[config.mk]
export PLATFORM = sky130hd
export DESIGN_NAME = dac_ctrl
export DESIGN_NICKNAME = d
export VERILOG_FILES = /design/src/rtl/dac_pkg.sv /design/src/rtl/dac_ctrl.sv
export SDC_FILE = /design/constraint.sdc
export NUM_CORES = 1
export LEC_CHECK = 0
export ABC_AREA = 1
export ABC_CLOCK_PERIOD_IN_PS = 1400
export BUFFER_PORTS_ARGS = -buffer_cell sky130_fd_sc_hd__buf_4
export CAP_MARGIN = 20
export CELL_PAD_IN_SITES_DETAIL_PLACEMENT = 0
export CELL_PAD_IN_SITES_GLOBAL_PLACEMENT = 1
export CORE_MARGIN = 3
export CORE_UTILIZATION = 27
export CTS_CLUSTER_SIZE = 10
export DETAILED_ROUTE_END_ITERATION = 12
export PLACE_DENSITY_LB_ADDON = 0.1
export SYNTH_ARGS = -nofsm -noshare
export SYNTH_HDL_FRONTEND = slang
export SYNTH_SLANG_ARGS = --single-unit
export TNS_END_PERCENT = 10
[constraint.sdc]
create_clock -name i_clk -period 1.4 [get_ports i_clk]
set_clock_uncertainty 0.15 [all_clocks]
set_input_delay 0.14 -clock i_clk [delete_from_list [all_inputs] [get_ports i_clk]]
set_output_delay 0.14 -clock i_clk [all_outputs]
set_load 0.01 [all_outputs]
[src/rtl/dac_pkg.sv]
// ============================================================================
// dac_pkg : shared definitions of the drained area accumulation core
// Grid limits, derived widths, function and register codes, the command and
// status bundles between controller and datapath, and the cell address map.
// ============================================================================
package dac_pkg;

    // Grid limits.
    localparam int MAX_ROWS = 64;
    localparam int MAX_COLS = 64;
    localparam int NCELLS   = MAX_ROWS * MAX_COLS;

    // Derived widths.
    localparam int ROW_W  = $clog2(MAX_ROWS);
    localparam int COL_W  = $clog2(MAX_COLS);
    localparam int NR_W   = $clog2(MAX_ROWS + 1);
    localparam int NC_W   = $clog2(MAX_COLS + 1);
    localparam int ADDR_W = $clog2(NCELLS);
    localparam int STEP_W = $clog2(NCELLS + 1);

    // Field widths of the interface.
    localparam int FUNC_W    = 2;
    localparam int IDX_W     = 6;
    localparam int ELEV_W    = 16;
    localparam int OFS_W     = 2;
    localparam int DIR_W     = 2 * OFS_W;
    localparam int AREA_W    = 28;
    localparam int CAREA_W   = 16;
    localparam int DIM_W     = 7;
    localparam int CFG_IDX_W = 2;
    localparam int CFG_W     = 16;

    // Function codes of an input transaction.
    localparam logic [FUNC_W-1:0] FUNC_LOAD = 2'd0;
    localparam logic [FUNC_W-1:0] FUNC_RUN  = 2'd1;
    localparam logic [FUNC_W-1:0] FUNC_READ = 2'd2;

    // Configuration register indexes.
    localparam logic [CFG_IDX_W-1:0] CFG_CELL_AREA = 2'd0;
    localparam logic [CFG_IDX_W-1:0] CFG_ROWS_USED = 2'd1;
    localparam logic [CFG_IDX_W-1:0] CFG_COLS_USED = 2'd2;

    // Step offset bit patterns; every other pattern counts as zero.
    localparam logic [OFS_W-1:0] OFS_PLUS  = 2'b01;
    localparam logic [OFS_W-1:0] OFS_MINUS = 2'b11;

    // Commands from the controller to the datapath.
    typedef struct packed {
        logic load;        // write elevation and step of the input cell
        logic rd_issue;    // read the area of the input cell
        logic out_rd;      // load the output register with the read area
        logic out_zero;    // load the output register with area zero
        logic run_start;   // latch grid size, clear the cycle flag
        logic clr;         // clear one area entry
        logic scan_issue;  // read the cell at the scan position
        logic start;       // open a trace at the scan cell
        logic step_issue;  // read the downstream cell
        logic set_cycle;   // trace ran too long
        logic upd;         // write the downstream cell and move onto it
        logic advance;     // move the scan position on
    } t_dp_cmd;

    // Status from the datapath to the controller.
    typedef struct packed {
        logic clr_last;
        logic small_grid;
        logic start_ok;
        logic next_ok;
        logic nxt_sink;
        logic steps_full;
        logic scan_last;
    } t_dp_sts;

    // Row-major cell address.
    function automatic logic [ADDR_W-1:0] cell_addr(input logic [ROW_W-1:0] r,
                                                    input logic [COL_W-1:0] c);
        cell_addr = ADDR_W'(int'(r) * MAX_COLS + int'(c));
    endfunction

endpackage

[src/rtl/dac_ctrl.sv]
// ============================================================================
// dac_ctrl : controller of the drained area accumulation core
// Input and output handshakes and the state machine that sequences loads,
// reads and the accumulation run over the datapath.
// ============================================================================
module dac_ctrl (
    input  logic                          i_clk,
    input  logic                          i_rst_n,
    input  logic                          i_in_valid,
    output logic                          o_in_stall,
    input  logic [dac_pkg::FUNC_W-1:0]    i_func,
    output logic                          o_out_valid,
    input  logic                          i_out_stall,
    input  dac_pkg::t_dp_sts              i_sts,
    output dac_pkg::t_dp_cmd              o_cmd
);
    import dac_pkg::*;

    typedef enum logic [3:0] {
        S_IDLE,
        S_RD,
        S_CLR,
        S_SCAN,
        S_START,
        S_STEP,
        S_UPD,
        S_ADV,
        S_DONE
    } t_state;

    t_state  r_state, n_state;
    logic    r_out_valid, n_out_valid;
    logic    accept;
    t_dp_cmd cmd;

    assign o_in_stall = !i_rst_n
                     || !((r_state == S_IDLE) && (!r_out_valid || !i_out_stall));
    assign accept     = i_in_valid && !o_in_stall;

    always_comb begin
        n_state = r_state;
        cmd     = '0;
        unique case (r_state)
            S_IDLE: begin
                if (accept) begin
                    unique case (i_func)
                        FUNC_LOAD: begin
                            cmd.load     = 1'b1;
                            cmd.out_zero = 1'b1;
                        end
                        FUNC_RUN: begin
                            cmd.run_start = 1'b1;
                            n_state       = S_CLR;
                        end
                        FUNC_READ: begin
                            cmd.rd_issue = 1'b1;
                            n_state      = S_RD;
                        end
                        default: begin
                            cmd.out_zero = 1'b1;
                        end
                    endcase
                end
            end
            S_RD: begin
                cmd.out_rd = 1'b1;
                n_state    = S_IDLE;
            end
            S_CLR: begin
                cmd.clr = 1'b1;
                if (i_sts.clr_last) begin
                    n_state = i_sts.small_grid ? S_DONE : S_SCAN;
                end
            end
            S_SCAN: begin
                cmd.scan_issue = 1'b1;
                n_state        = S_START;
            end
            S_START: begin
                if (i_sts.start_ok) begin
                    cmd.start = 1'b1;
                    n_state   = S_STEP;
                end else begin
                    n_state = S_ADV;
                end
            end
            S_STEP: begin
                if (i_sts.next_ok) begin
                    cmd.step_issue = 1'b1;
                    n_state        = S_UPD;
                end else begin
                    n_state = S_ADV;
                end
            end
            S_UPD: begin
                priority if (i_sts.nxt_sink) begin
                    n_state = S_ADV;
                end else if (i_sts.steps_full) begin
                    cmd.set_cycle = 1'b1;
                    n_state       = S_ADV;
                end else begin
                    cmd.upd = 1'b1;
                    n_state = S_STEP;
                end
            end
            S_ADV: begin
                cmd.advance = 1'b1;
                n_state     = i_sts.scan_last ? S_DONE : S_SCAN;
            end
            S_DONE: begin
                cmd.out_zero = 1'b1;
                n_state      = S_IDLE;
            end
            default: begin
                n_state = S_IDLE;
            end
        endcase
    end

    always_comb begin
        n_out_valid = r_out_valid && i_out_stall;
        if (cmd.out_zero || cmd.out_rd) begin
            n_out_valid = 1'b1;
        end
    end

    always_ff @(posedge i_clk) begin
        if (!i_rst_n) begin
            r_state     <= S_IDLE;
            r_out_valid <= 1'b0;
        end else begin
            r_state     <= n_state;
            r_out_valid <= n_out_valid;
        end
    end

    assign o_out_valid = r_out_valid;
    assign o_cmd       = cmd;

endmodule

==> results of run 1 <==
-- worst min-delay path by stage --
stage / startpoint / to / slack [ps] / cells after the start
final: i_rst_n / r_state[0] / 100 / 3
after global routing: i_rst_n / r_state[0] / 110 / 3
after CTS: i_rst_n / r_state[0] / 110 / 3
after detailed placement: i_rst_n / o_out_valid / 190 / 3
after global placement: i_rst_n / o_out_valid / 190 / 3
after floorplan: i_rst_n / o_out_valid / 90 / 2
-- cell families after synthesis --
kind of cell / count (synthesis)
flops: 5
fa+ha+maj: 3
buf+inv: 23
simple gates: 54
compound gates: 6
-- cells in the mapped netlist (all sizes together) --
library cell	n	area share
a21oi	3	0.036
dfxtp	5	0.19
ha	3	0.073
inv	23	0.17
nand2	22	0.17
nand3	7	0.068
nand3b	2	0.029
nand4	1	0.012
nor2	18	0.17
nor3	3	0.039
nor4	1	0.012
o211ai	1	0.015
o21ai	2	0.019
-- power by group --
group          internal [mW]  switching [mW]
Clock                  0.108          0.0591
Combinational         0.0821          0.0784
Sequential             0.146         0.00669
Total                  0.336           0.144
-- cells in the final DEF, fill, tap and decap left out, drive strengths merged --
cell / n
nor4: 1
dlygate4sd3: 1
inv: 23
ha: 3
nor3: 3
dfxtp: 5
nand3: 7
nand3b: 2
buf: 33
o21ai: 2
nand2: 22
o211ai: 1
nand4: 1
nor2: 18
clkbuf: 4
a21oi: 3
-- metrics by stage --
step | TNS (ps) | hold slack (ps)
6_report | -954 | 98.8
5_1_grt | -2260 | 110
4_1_cts | -1080 | 107
3_5_place_dp | 0 | 188
3_3_place_gp | 0 | 187
2_1_floorplan | 0 | 87.6
-- flip-flops by register name, indices dropped and copies added (netlist names) --
signal and cells:
o_out_valid 1, r_state 4
-- layout make-up --
cell class | count | share of cell area
multi-input combinational | 63 | 0.419
timing repair buffer | 34 | 0.295
sequential | 5 | 0.124
inverter | 23 | 0.0973
tap | 25 | 0.0353
clock buffer | 4 | 0.0296
-- routing by layer --
layer / vias up / part of all wire / track usage
met5: - / 0 / 0
met4: 0 / 0 / 0.0138
met3: 0 / 0.062 / 0.0393
met2: 21 / 0.51 / 0.231
met1: 275 / 0.43 / 0.152
li1: 350 / - / -
-- worst max-delay path, delay by kind of cell (launching register included) --
kind                   cells  cell delay [ps]
DFF                        1              370
and+or+nand+nor            5              570
buffers and inverters      1              110
-- timing repair --
item                                    4_1_cts  5_1_grt
hold endpoints to repair                      1        0
pin swaps                                     2        1
setup buffers                                 2        0
gates cloned                                  0        0
gates resized for setup                      14        3
endpoints found under the setup margin       10       15
hold buffers                                  1        0
==> impl_metrics.json, run 1 <==
{
  "core_sq_um": 1760,
  "htreeDepth": 1,
  "grt_pass1_wl_um": 2530,
  "hold_viol_final": 0,
  "syn_area_sq_um": 515,
  "routed_wl_um": 1430,
  "numPortBuffers": 26,
  "p_leak_nw": 0.477,
  "cp-end-kind": "output port",
  "via_count": 646,
  "drtIter0Drc": 10,
  "muxShareOfSynthArea": 0,
  "worstSetupStartpointType": "flip-flop",
  "postPlaceCellArea_sq_um": 779,
  "violations": "negative setup slack",
  "cts_buffers": 3,
  "syn_nets": 107,
  "drive_above_1_share": 0.450,
  "fmax_ghz": 0.631,
  "clock_path_buffers": 2,
  "synth_compound_area_frac": 0.0704,
  "track_usage": 0.128,
  "seq_area_frac_synth": 0.194,
  "ff_latch_area_sq_um": 110,
  "relSlewSlack": 0.834,
  "r2r-start": "r_state[3]",
  "cts_tree": "built",
  "root_buffer": "clkbuf_4",
  "postRouteAntennaNets": 0,
  "cp_cell_sequence": "nor2_4 > nand2_2 > nor3_4 > nand3b_1 > nand2_1 > buf_4",
  "reg2reg_to": "r_state[1]",
  "critPathRequiredTime_ps": 1110,
  "yosys.area_share.simple": 0.495,
  "clkSlewWorstSetupHoldPaths_ps": 40,
  "cp_max_fo": 5,
  "finalInstanceArea_sq_um": 887,
  "antennaDiodeCount": 0,
  "critical_path.max_stage_delay_ps": 370,
  "first_pass_iters": 4,
  "grt.overflow.total": 0,
  "hold_path.class": "in -> reg",
  "multiInputGateArea_sq_um": 372,
  "synthXorXnorAreaFrac": 0,
  "powerDensity_nw_per_um2": 541,
  "power_mw": 0.480,
  "dp_hpwl_um": 1140,
  "fill_cells": 210,
  "crit_start": "r_state[0]",
  "place.gp.congestion": 0.755,
  "vdd_drop_max_mv": 0.685,
  "cp-endpoint": "o_cmd[8]",
  "fp.dieW_um": 49.7,
  "synth-seq-cells": 5,
  "path_class": "reg -> out",
  "antenna_found_initial": 0,
  "synth_fa_ha_area_frac": 0.0728,
  "reg2reg_slack_ps": 10,
  "area.growth.synth_to_final_pct": 72.1,
  "dp_cells": 147,
  "synth.avg_cell_area_sq_um": 5.66,
  "fin_util": 0.503,
  "cts_sinks": 5,
  "drc": 0,
  "synth_cell_type_count": 19,
  "synth_warnings": 0,
  "outcome": "finished with violations",
  "drv_slew": 0,
  "synth_top_family_by_area": "simple AND/OR/NAND/NOR gates",
  "pre_cts_ws_ps": 7.35,
  "worst_pin_slew_ps": 249,
  "clock_latency_ps": 240,
  "r2r_cells": 8,
  "finalCritPeriodShare": 1.13,
  "wl_per_cell_um": 9.25,
  "critPathSlowestCell": "dfxtp_4",
  "fin_ws_ps": -185,
  "worst_ep_arrival_time_ps": 1300,
  "die_h_um": 49.7,
  "syn_inst": 91,
  "period_needed_ps": 1590,
  "instances_no_fill": 154,
  "cap_violations": 0,
  "avgViaCountPerCell": 4.19,
  "die-area_sq_um": 2470,
  "rows": 15,
  "nets": 146,
  "start_util": 0.292,
  "report.final.setup_viol": 8,
  "grt_pass1_vias": 636,
  "grt_setup_unrepaired": "true",
  "grt_start_max_net_pins": 8,
  "io_pins": 27
}
Power figures use the tool's default switching activity.
==> run 2: changes to the inputs <==
--- a/config.mk
+++ b/config.mk
@@ -9,13 +9,11 @@
 export ABC_CLOCK_PERIOD_IN_PS = 1400
 export BUFFER_PORTS_ARGS = -buffer_cell sky130_fd_sc_hd__buf_4
 export CAP_MARGIN = 20
-export CELL_PAD_IN_SITES_DETAIL_PLACEMENT = 0
-export CELL_PAD_IN_SITES_GLOBAL_PLACEMENT = 1
-export CORE_MARGIN = 3
-export CORE_UTILIZATION = 27
+export CORE_AREA = 3 3 40 42
 export CTS_CLUSTER_SIZE = 10
 export DETAILED_ROUTE_END_ITERATION = 12
-export PLACE_DENSITY_LB_ADDON = 0.1
+export DIE_AREA = 0 0 43 45
+export PLACE_DENSITY = 0.7
 export SYNTH_ARGS = -nofsm -noshare
 export SYNTH_HDL_FRONTEND = slang
 export SYNTH_SLANG_ARGS = --single-unit
==> impl_metrics.json, run 2 (same netlist as run 1, synthesis figures left out) <==
{
  "outcome": "finished with violations",
  "violations": "negative setup slack",
  "largest_reg_flops": 4,
  "cts_tree": "built",
  "start_util": 0.401,
  "grt_pass1_vias": 698,
  "clkSlewWorstSetupHoldPaths_ps": 40,
  "drtIter0Drc": 5,
  "cp-end-kind": "output port",
  "report.final.setup_viol": 11,
  "antennaDiodeCount": 0,
  "root_buffer": "clkbuf_4",
  "drive_above_1_share": 0.481,
  "drc": 0,
  "htreeDepth": 1,
  "dp_hpwl_um": 1140,
  "largest-register": "r_state",
  "io_pins": 27,
  "pre_cts_ws_ps": -63.2,
  "critPathRequiredTime_ps": 1110,
  "worst_pin_slew_ps": 254,
  "postPlaceCellArea_sq_um": 774,
  "holdCritStartpoint": "i_sts[0]",
  "min_path_cells": 5,
  "avgViaCountPerCell": 4.86,
  "area.growth.synth_to_final_pct": 78.4,
  "p_leak_nw": 0.496,
  "period_needed_ps": 1650,
  "clock_latency_ps": 240,
  "rows": 13,
  "first_pass_iters": 4,
  "cts_buffers": 3,
  "final_cell_mix": "buf_4, nand2_1, inv_1, nor2_1, nand3_1",
  "critPathSlowestCell": "dfxtp_4",
  "finalCritPeriodShare": 1.18,
  "path_class": "reg -> out",
  "die_h_um": 45,
  "critical_path.max_stage_delay_ps": 360,
  "layout_commonest_cell": "buf_4",
  "nets": 150,
  "postRouteAntennaNets": 0,
  "grt_start_max_net_pins": 8,
  "numPortBuffers": 26,
  "fin_ws_ps": -252,
  "hold_viol_final": 0,
  "relSlewSlack": 0.829,
  "finalInstanceArea_sq_um": 920,
  "die-area_sq_um": 1940,
  "power_mw": 0.498,
  "instances_no_fill": 148,
  "place.gp.congestion": 0.807,
  "clock_path_buffers": 2,
  "cp_cell_sequence": "nor2_4 > nand2_2 > nor3_4 > nand2_2 > nor2_1 > buf_4",
  "grt_pass1_wl_um": 2750,
  "reg2reg_to": "r_state[1]",
  "r2r_cells": 8,
  "reg2reg_slack_ps": 0,
  "min_to": "r_state[3]",
  "grt_setup_unrepaired": "true",
  "vdd_drop_max_mv": 0.679,
  "hold_path.class": "in -> reg",
  "cts_sinks": 5,
  "worstSetupStartpointType": "flip-flop",
  "core_sq_um": 1280,
  "wl_per_cell_um": 10.5,
  "fmax_ghz": 0.605,
  "track_usage": 0.183,
  "r2r-start": "r_state[0]",
  "dp_cells": 138,
  "cap_violations": 0,
  "powerDensity_nw_per_um2": 541,
  "cp_max_fo": 5,
  "worst_ep_arrival_time_ps": 1360,
  "drv_slew": 0,
  "antenna_found_initial": 0,
  "fp.dieW_um": 43,
  "via_count": 719,
  "grt.overflow.total": 0,
  "routed_wl_um": 1550,
  "cp_common_cell": "nand2_2"
}
## run 2: cell types whose count changed in the layout (fill, tap and decap cells not counted)
cell     before  now
buf_4        32   35
a21oi_1       2    1
a21oi_2       1    2
buf_6         1    2
dfxtp_2       2    1
dfxtp_4       2    3
inv_1        19   18
inv_2         4    5
nor2_2        4    3
nor2_4        4    5
## run 2: worst max-delay path by stage
stage	from	end	cells past startpoint
finish	r_state[1]	o_cmd[7]	6
global route	r_state[0]	o_cmd[10]	6
CTS	r_state[0]	o_cmd[7]	6
detailed placement	r_state[0]	o_cmd[7]	6
global placement	r_state[0]	o_cmd[7]	6
floorplan	r_state[1]	o_cmd[10]	5
## run 2: critical path: cells and delay by family, from the launching register on
family	cells	cell delay (ps)
simple gates	5	630
flops	1	360
buf+inv	1	130
## run 2: stage by stage
step | hold WS [ps] | util | setup TNS [ps]
final | 108 | 0.716 | -1410
after global routing | 111 | 0.716 | -2570
after CTS | 107 | 0.695 | -1140
after detailed placement | 187 | 0.603 | -222
after global placement | 182 | 0.603 | -42.0
after floorplan | 87.6 | - | 0
## run 2: what timing repair did
action                                  CTS  global route
pin swaps                                 4             5
hold buffers                              1             0
hold endpoints to repair                  1             0
endpoints found under the setup margin   15            15
buffers inserted                          4             1
gates resized for setup                  16             6
## run 2: layout make-up
cell class	instances	area, sq um
clock buffers	4	26.3
fillers	108	365
inverters	23	86.3
multi-input cells	63	380
flip-flops and latches	5	113
well taps	15	18.8
repair buffers	38	295
## run 2: per-layer routing
layer / routed length [um] / global-route usage / vias to the layer above / part of all wire
met3: 151 / 0.0398 / 2 / 0.098
met1: 602 / 0.212 / 321 / 0.39
met5: 0 / 0 / - / 0
met4: 18 / 0.0542 / 0 / 0.012
li1: - / - / 364 / -
met2: 776 / 0.338 / 32 / 0.50
## run 2: power breakdown
group | total (mW) | switching (mW) | leakage (nW) | internal [mW]
registers | 0.151 | 0.00705 | 0.0434 | 0.144
logic | 0.183 | 0.0865 | 0.437 | 0.0970
clock network | 0.163 | 0.0555 | 0.0150 | 0.108
total | 0.498 | 0.149 | 0.496 | 0.349
==> run 3: changes to the inputs <==
--- a/config.mk
+++ b/config.mk
@@ -6,7 +6,7 @@
 export NUM_CORES = 1
 export LEC_CHECK = 0
 export ABC_AREA = 1
-export ABC_CLOCK_PERIOD_IN_PS = 1400
+export ABC_CLOCK_PERIOD_IN_PS = 1800
 export BUFFER_PORTS_ARGS = -buffer_cell sky130_fd_sc_hd__buf_4
 export CAP_MARGIN = 20
 export CORE_AREA = 3 3 40 42
==> constraint.sdc (replaced) <==
create_clock -name i_clk -period 1.8 [get_ports i_clk]
set_clock_uncertainty 0.15 [all_clocks]
set_input_delay 0.18 -clock i_clk [delete_from_list [all_inputs] [get_ports i_clk]]
set_output_delay 0.18 -clock i_clk [all_outputs]
set_load 0.01 [all_outputs]
==> impl_metrics.json, run 3 (same netlist as run 1, synthesis figures left out) <==
{
  "grt.overflow.total": 0,
  "final_cell_mix": "buf_4, inv_1, nand2_1, nor2_1, nand3_1",
  "postRouteAntennaNets": 0,
  "worst_pin_slew_ps": 289,
  "cap_violations": 0,
  "critPathSlowestCell": "dfxtp_2",
  "start_util": 0.401,
  "worst_ep_arrival_time_ps": 1410,
  "p_leak_nw": 0.461,
  "grt_start_max_net_pins": 8,
  "cts_tree": "built",
  "powerDensity_nw_per_um2": 457,
  "power_mw": 0.374,
  "fmax_ghz": 0.575,
  "via_count": 650,
  "reg2reg_slack_ps": 400,
  "core_sq_um": 1280,
  "cts_buffers": 3,
  "routed_wl_um": 1380,
  "first_pass_iters": 4,
  "avgViaCountPerCell": 4.61,
  "die-area_sq_um": 1940,
  "finalCritPeriodShare": 0.966,
  "fin_util": 0.638,
  "place.gp.congestion": 0.773,
  "instances_no_fill": 141,
  "path_class": "reg -> out",
  "relSlewSlack": 0.806,
  "cp_cell_sequence": "nor2_4 > nand2_4 > nor3_4 > nand2_2 > nor2_1 > buf_4",
  "clock_path_buffers": 2,
  "wl_per_cell_um": 9.76,
  "report.final.setup_viol": 0,
  "postPlaceCellArea_sq_um": 729,
  "hold_path.class": "in -> reg",
  "track_usage": 0.144,
  "numPortBuffers": 26,
  "root_buffer": "clkbuf_4",
  "cp-end-kind": "output port",
  "layout_commonest_cell": "buf_4",
  "dp_cells": 132,
  "largest_reg_flops": 4,
  "htreeDepth": 1,
  "cts_sinks": 5,
  "dp_hpwl_um": 1070,
  "clkSlewWorstSetupHoldPaths_ps": 50,
  "largest-register": "r_state",
  "drtIter0Drc": 11,
  "grt_pass1_vias": 518,
  "clock_latency_ps": 250,
  "grt_setup_unrepaired": "true",
  "period_needed_ps": 1740,
  "antennaDiodeCount": 0,
  "drive_above_1_share": 0.405,
  "drc": 0,
  "finalInstanceArea_sq_um": 820,
  "cp_max_fo": 6,
  "hold_viol_final": 0,
  "worstSetupStartpointType": "flip-flop",
  "grt_pass1_wl_um": 2060,
  "critical_path.max_stage_delay_ps": 340,
  "nets": 143,
  "die_h_um": 45,
  "outcome": "completed",
  "fp.dieW_um": 43,
  "rows": 13,
  "critPathRequiredTime_ps": 1470,
  "io_pins": 27,
  "antenna_found_initial": 0,
  "holdWs_ps": 102,
  "vdd_drop_max_mv": 0.405,
  "area.growth.synth_to_final_pct": 59.0,
  "drv_slew": 0
}
==> run 3: cell types whose count changed in the layout (fill, tap and decap cells not counted), moves of 2 or more <==
cell	previous run	this run
nor2_4	5	2
nor2_1	10	13
dfxtp_4	3	0
buf_6	2	0
dfxtp_2	1	4
buf_4	35	30
==> run 3: final cells by class <==
| class | instances | area (sq um) |
|---|---|---|
| fillers | 122 | 465 |
| multi-input cells | 63 | 348 |
| repair buffers | 31 | 235 |
| flip-flops and latches | 5 | 105 |
| inverters | 23 | 86.3 |
| clock buffers | 4 | 26.3 |
| well taps | 15 | 18.8 |
==> run 3: power breakdown <==
part           leakage (nW)  switching, mW  internal, mW  total [mW]
logic                 0.403         0.0567        0.0596       0.116
registers            0.0425        0.00551         0.115       0.121
clock network        0.0150         0.0528        0.0843       0.137
total                 0.461          0.115         0.259       0.374
==> run 3: path summary, 6_finish.rpt <==
path / from / end / cells past startpoint
min: i_sts[6] / r_state[1] / 3
max: r_state[3] / o_cmd[11] / 6
max reg2reg: r_state[3] / o_out_valid / 8
min reg2reg: r_state[2] / r_state[2] / 4
==> run 3: metrics by stage <==
stage	TNS (ps)	worst slack (ps)
6_report	0	61.2
3_5_place_dp	0	245
3_3_place_gp	0	315
2_1_floorplan	0	421
5_1_grt	-158	-47.6
4_1_cts	0	7.11
==> run 3: repair_timing <==
action	4_1_cts	5_1_grt
hold endpoints to repair	1	0
pin swaps	0	3
resized for setup	1	7
setup buffers	0	4
setup endpoints to repair	3	5
hold buffers	1	0
==> run 3: routing by layer <==
| layer | global-route usage | wire, um | up-vias |
|---|---|---|---|
| li1 | - | - | 347 |
| met1 | 0.161 | 598 | 275 |
| met2 | 0.243 | 666 | 28 |
| met3 | 0.0518 | 110 | 0 |
| met4 | 0.0723 | 0 | 0 |
| met5 | 0 | 0 | - |
==> run 3: worst max-delay path: cells and delay by family (launching register included) <==
family	cells	cell delay [ps]
buffers and inverters	1	130
DFF	1	340
and+or+nand+nor	5	690
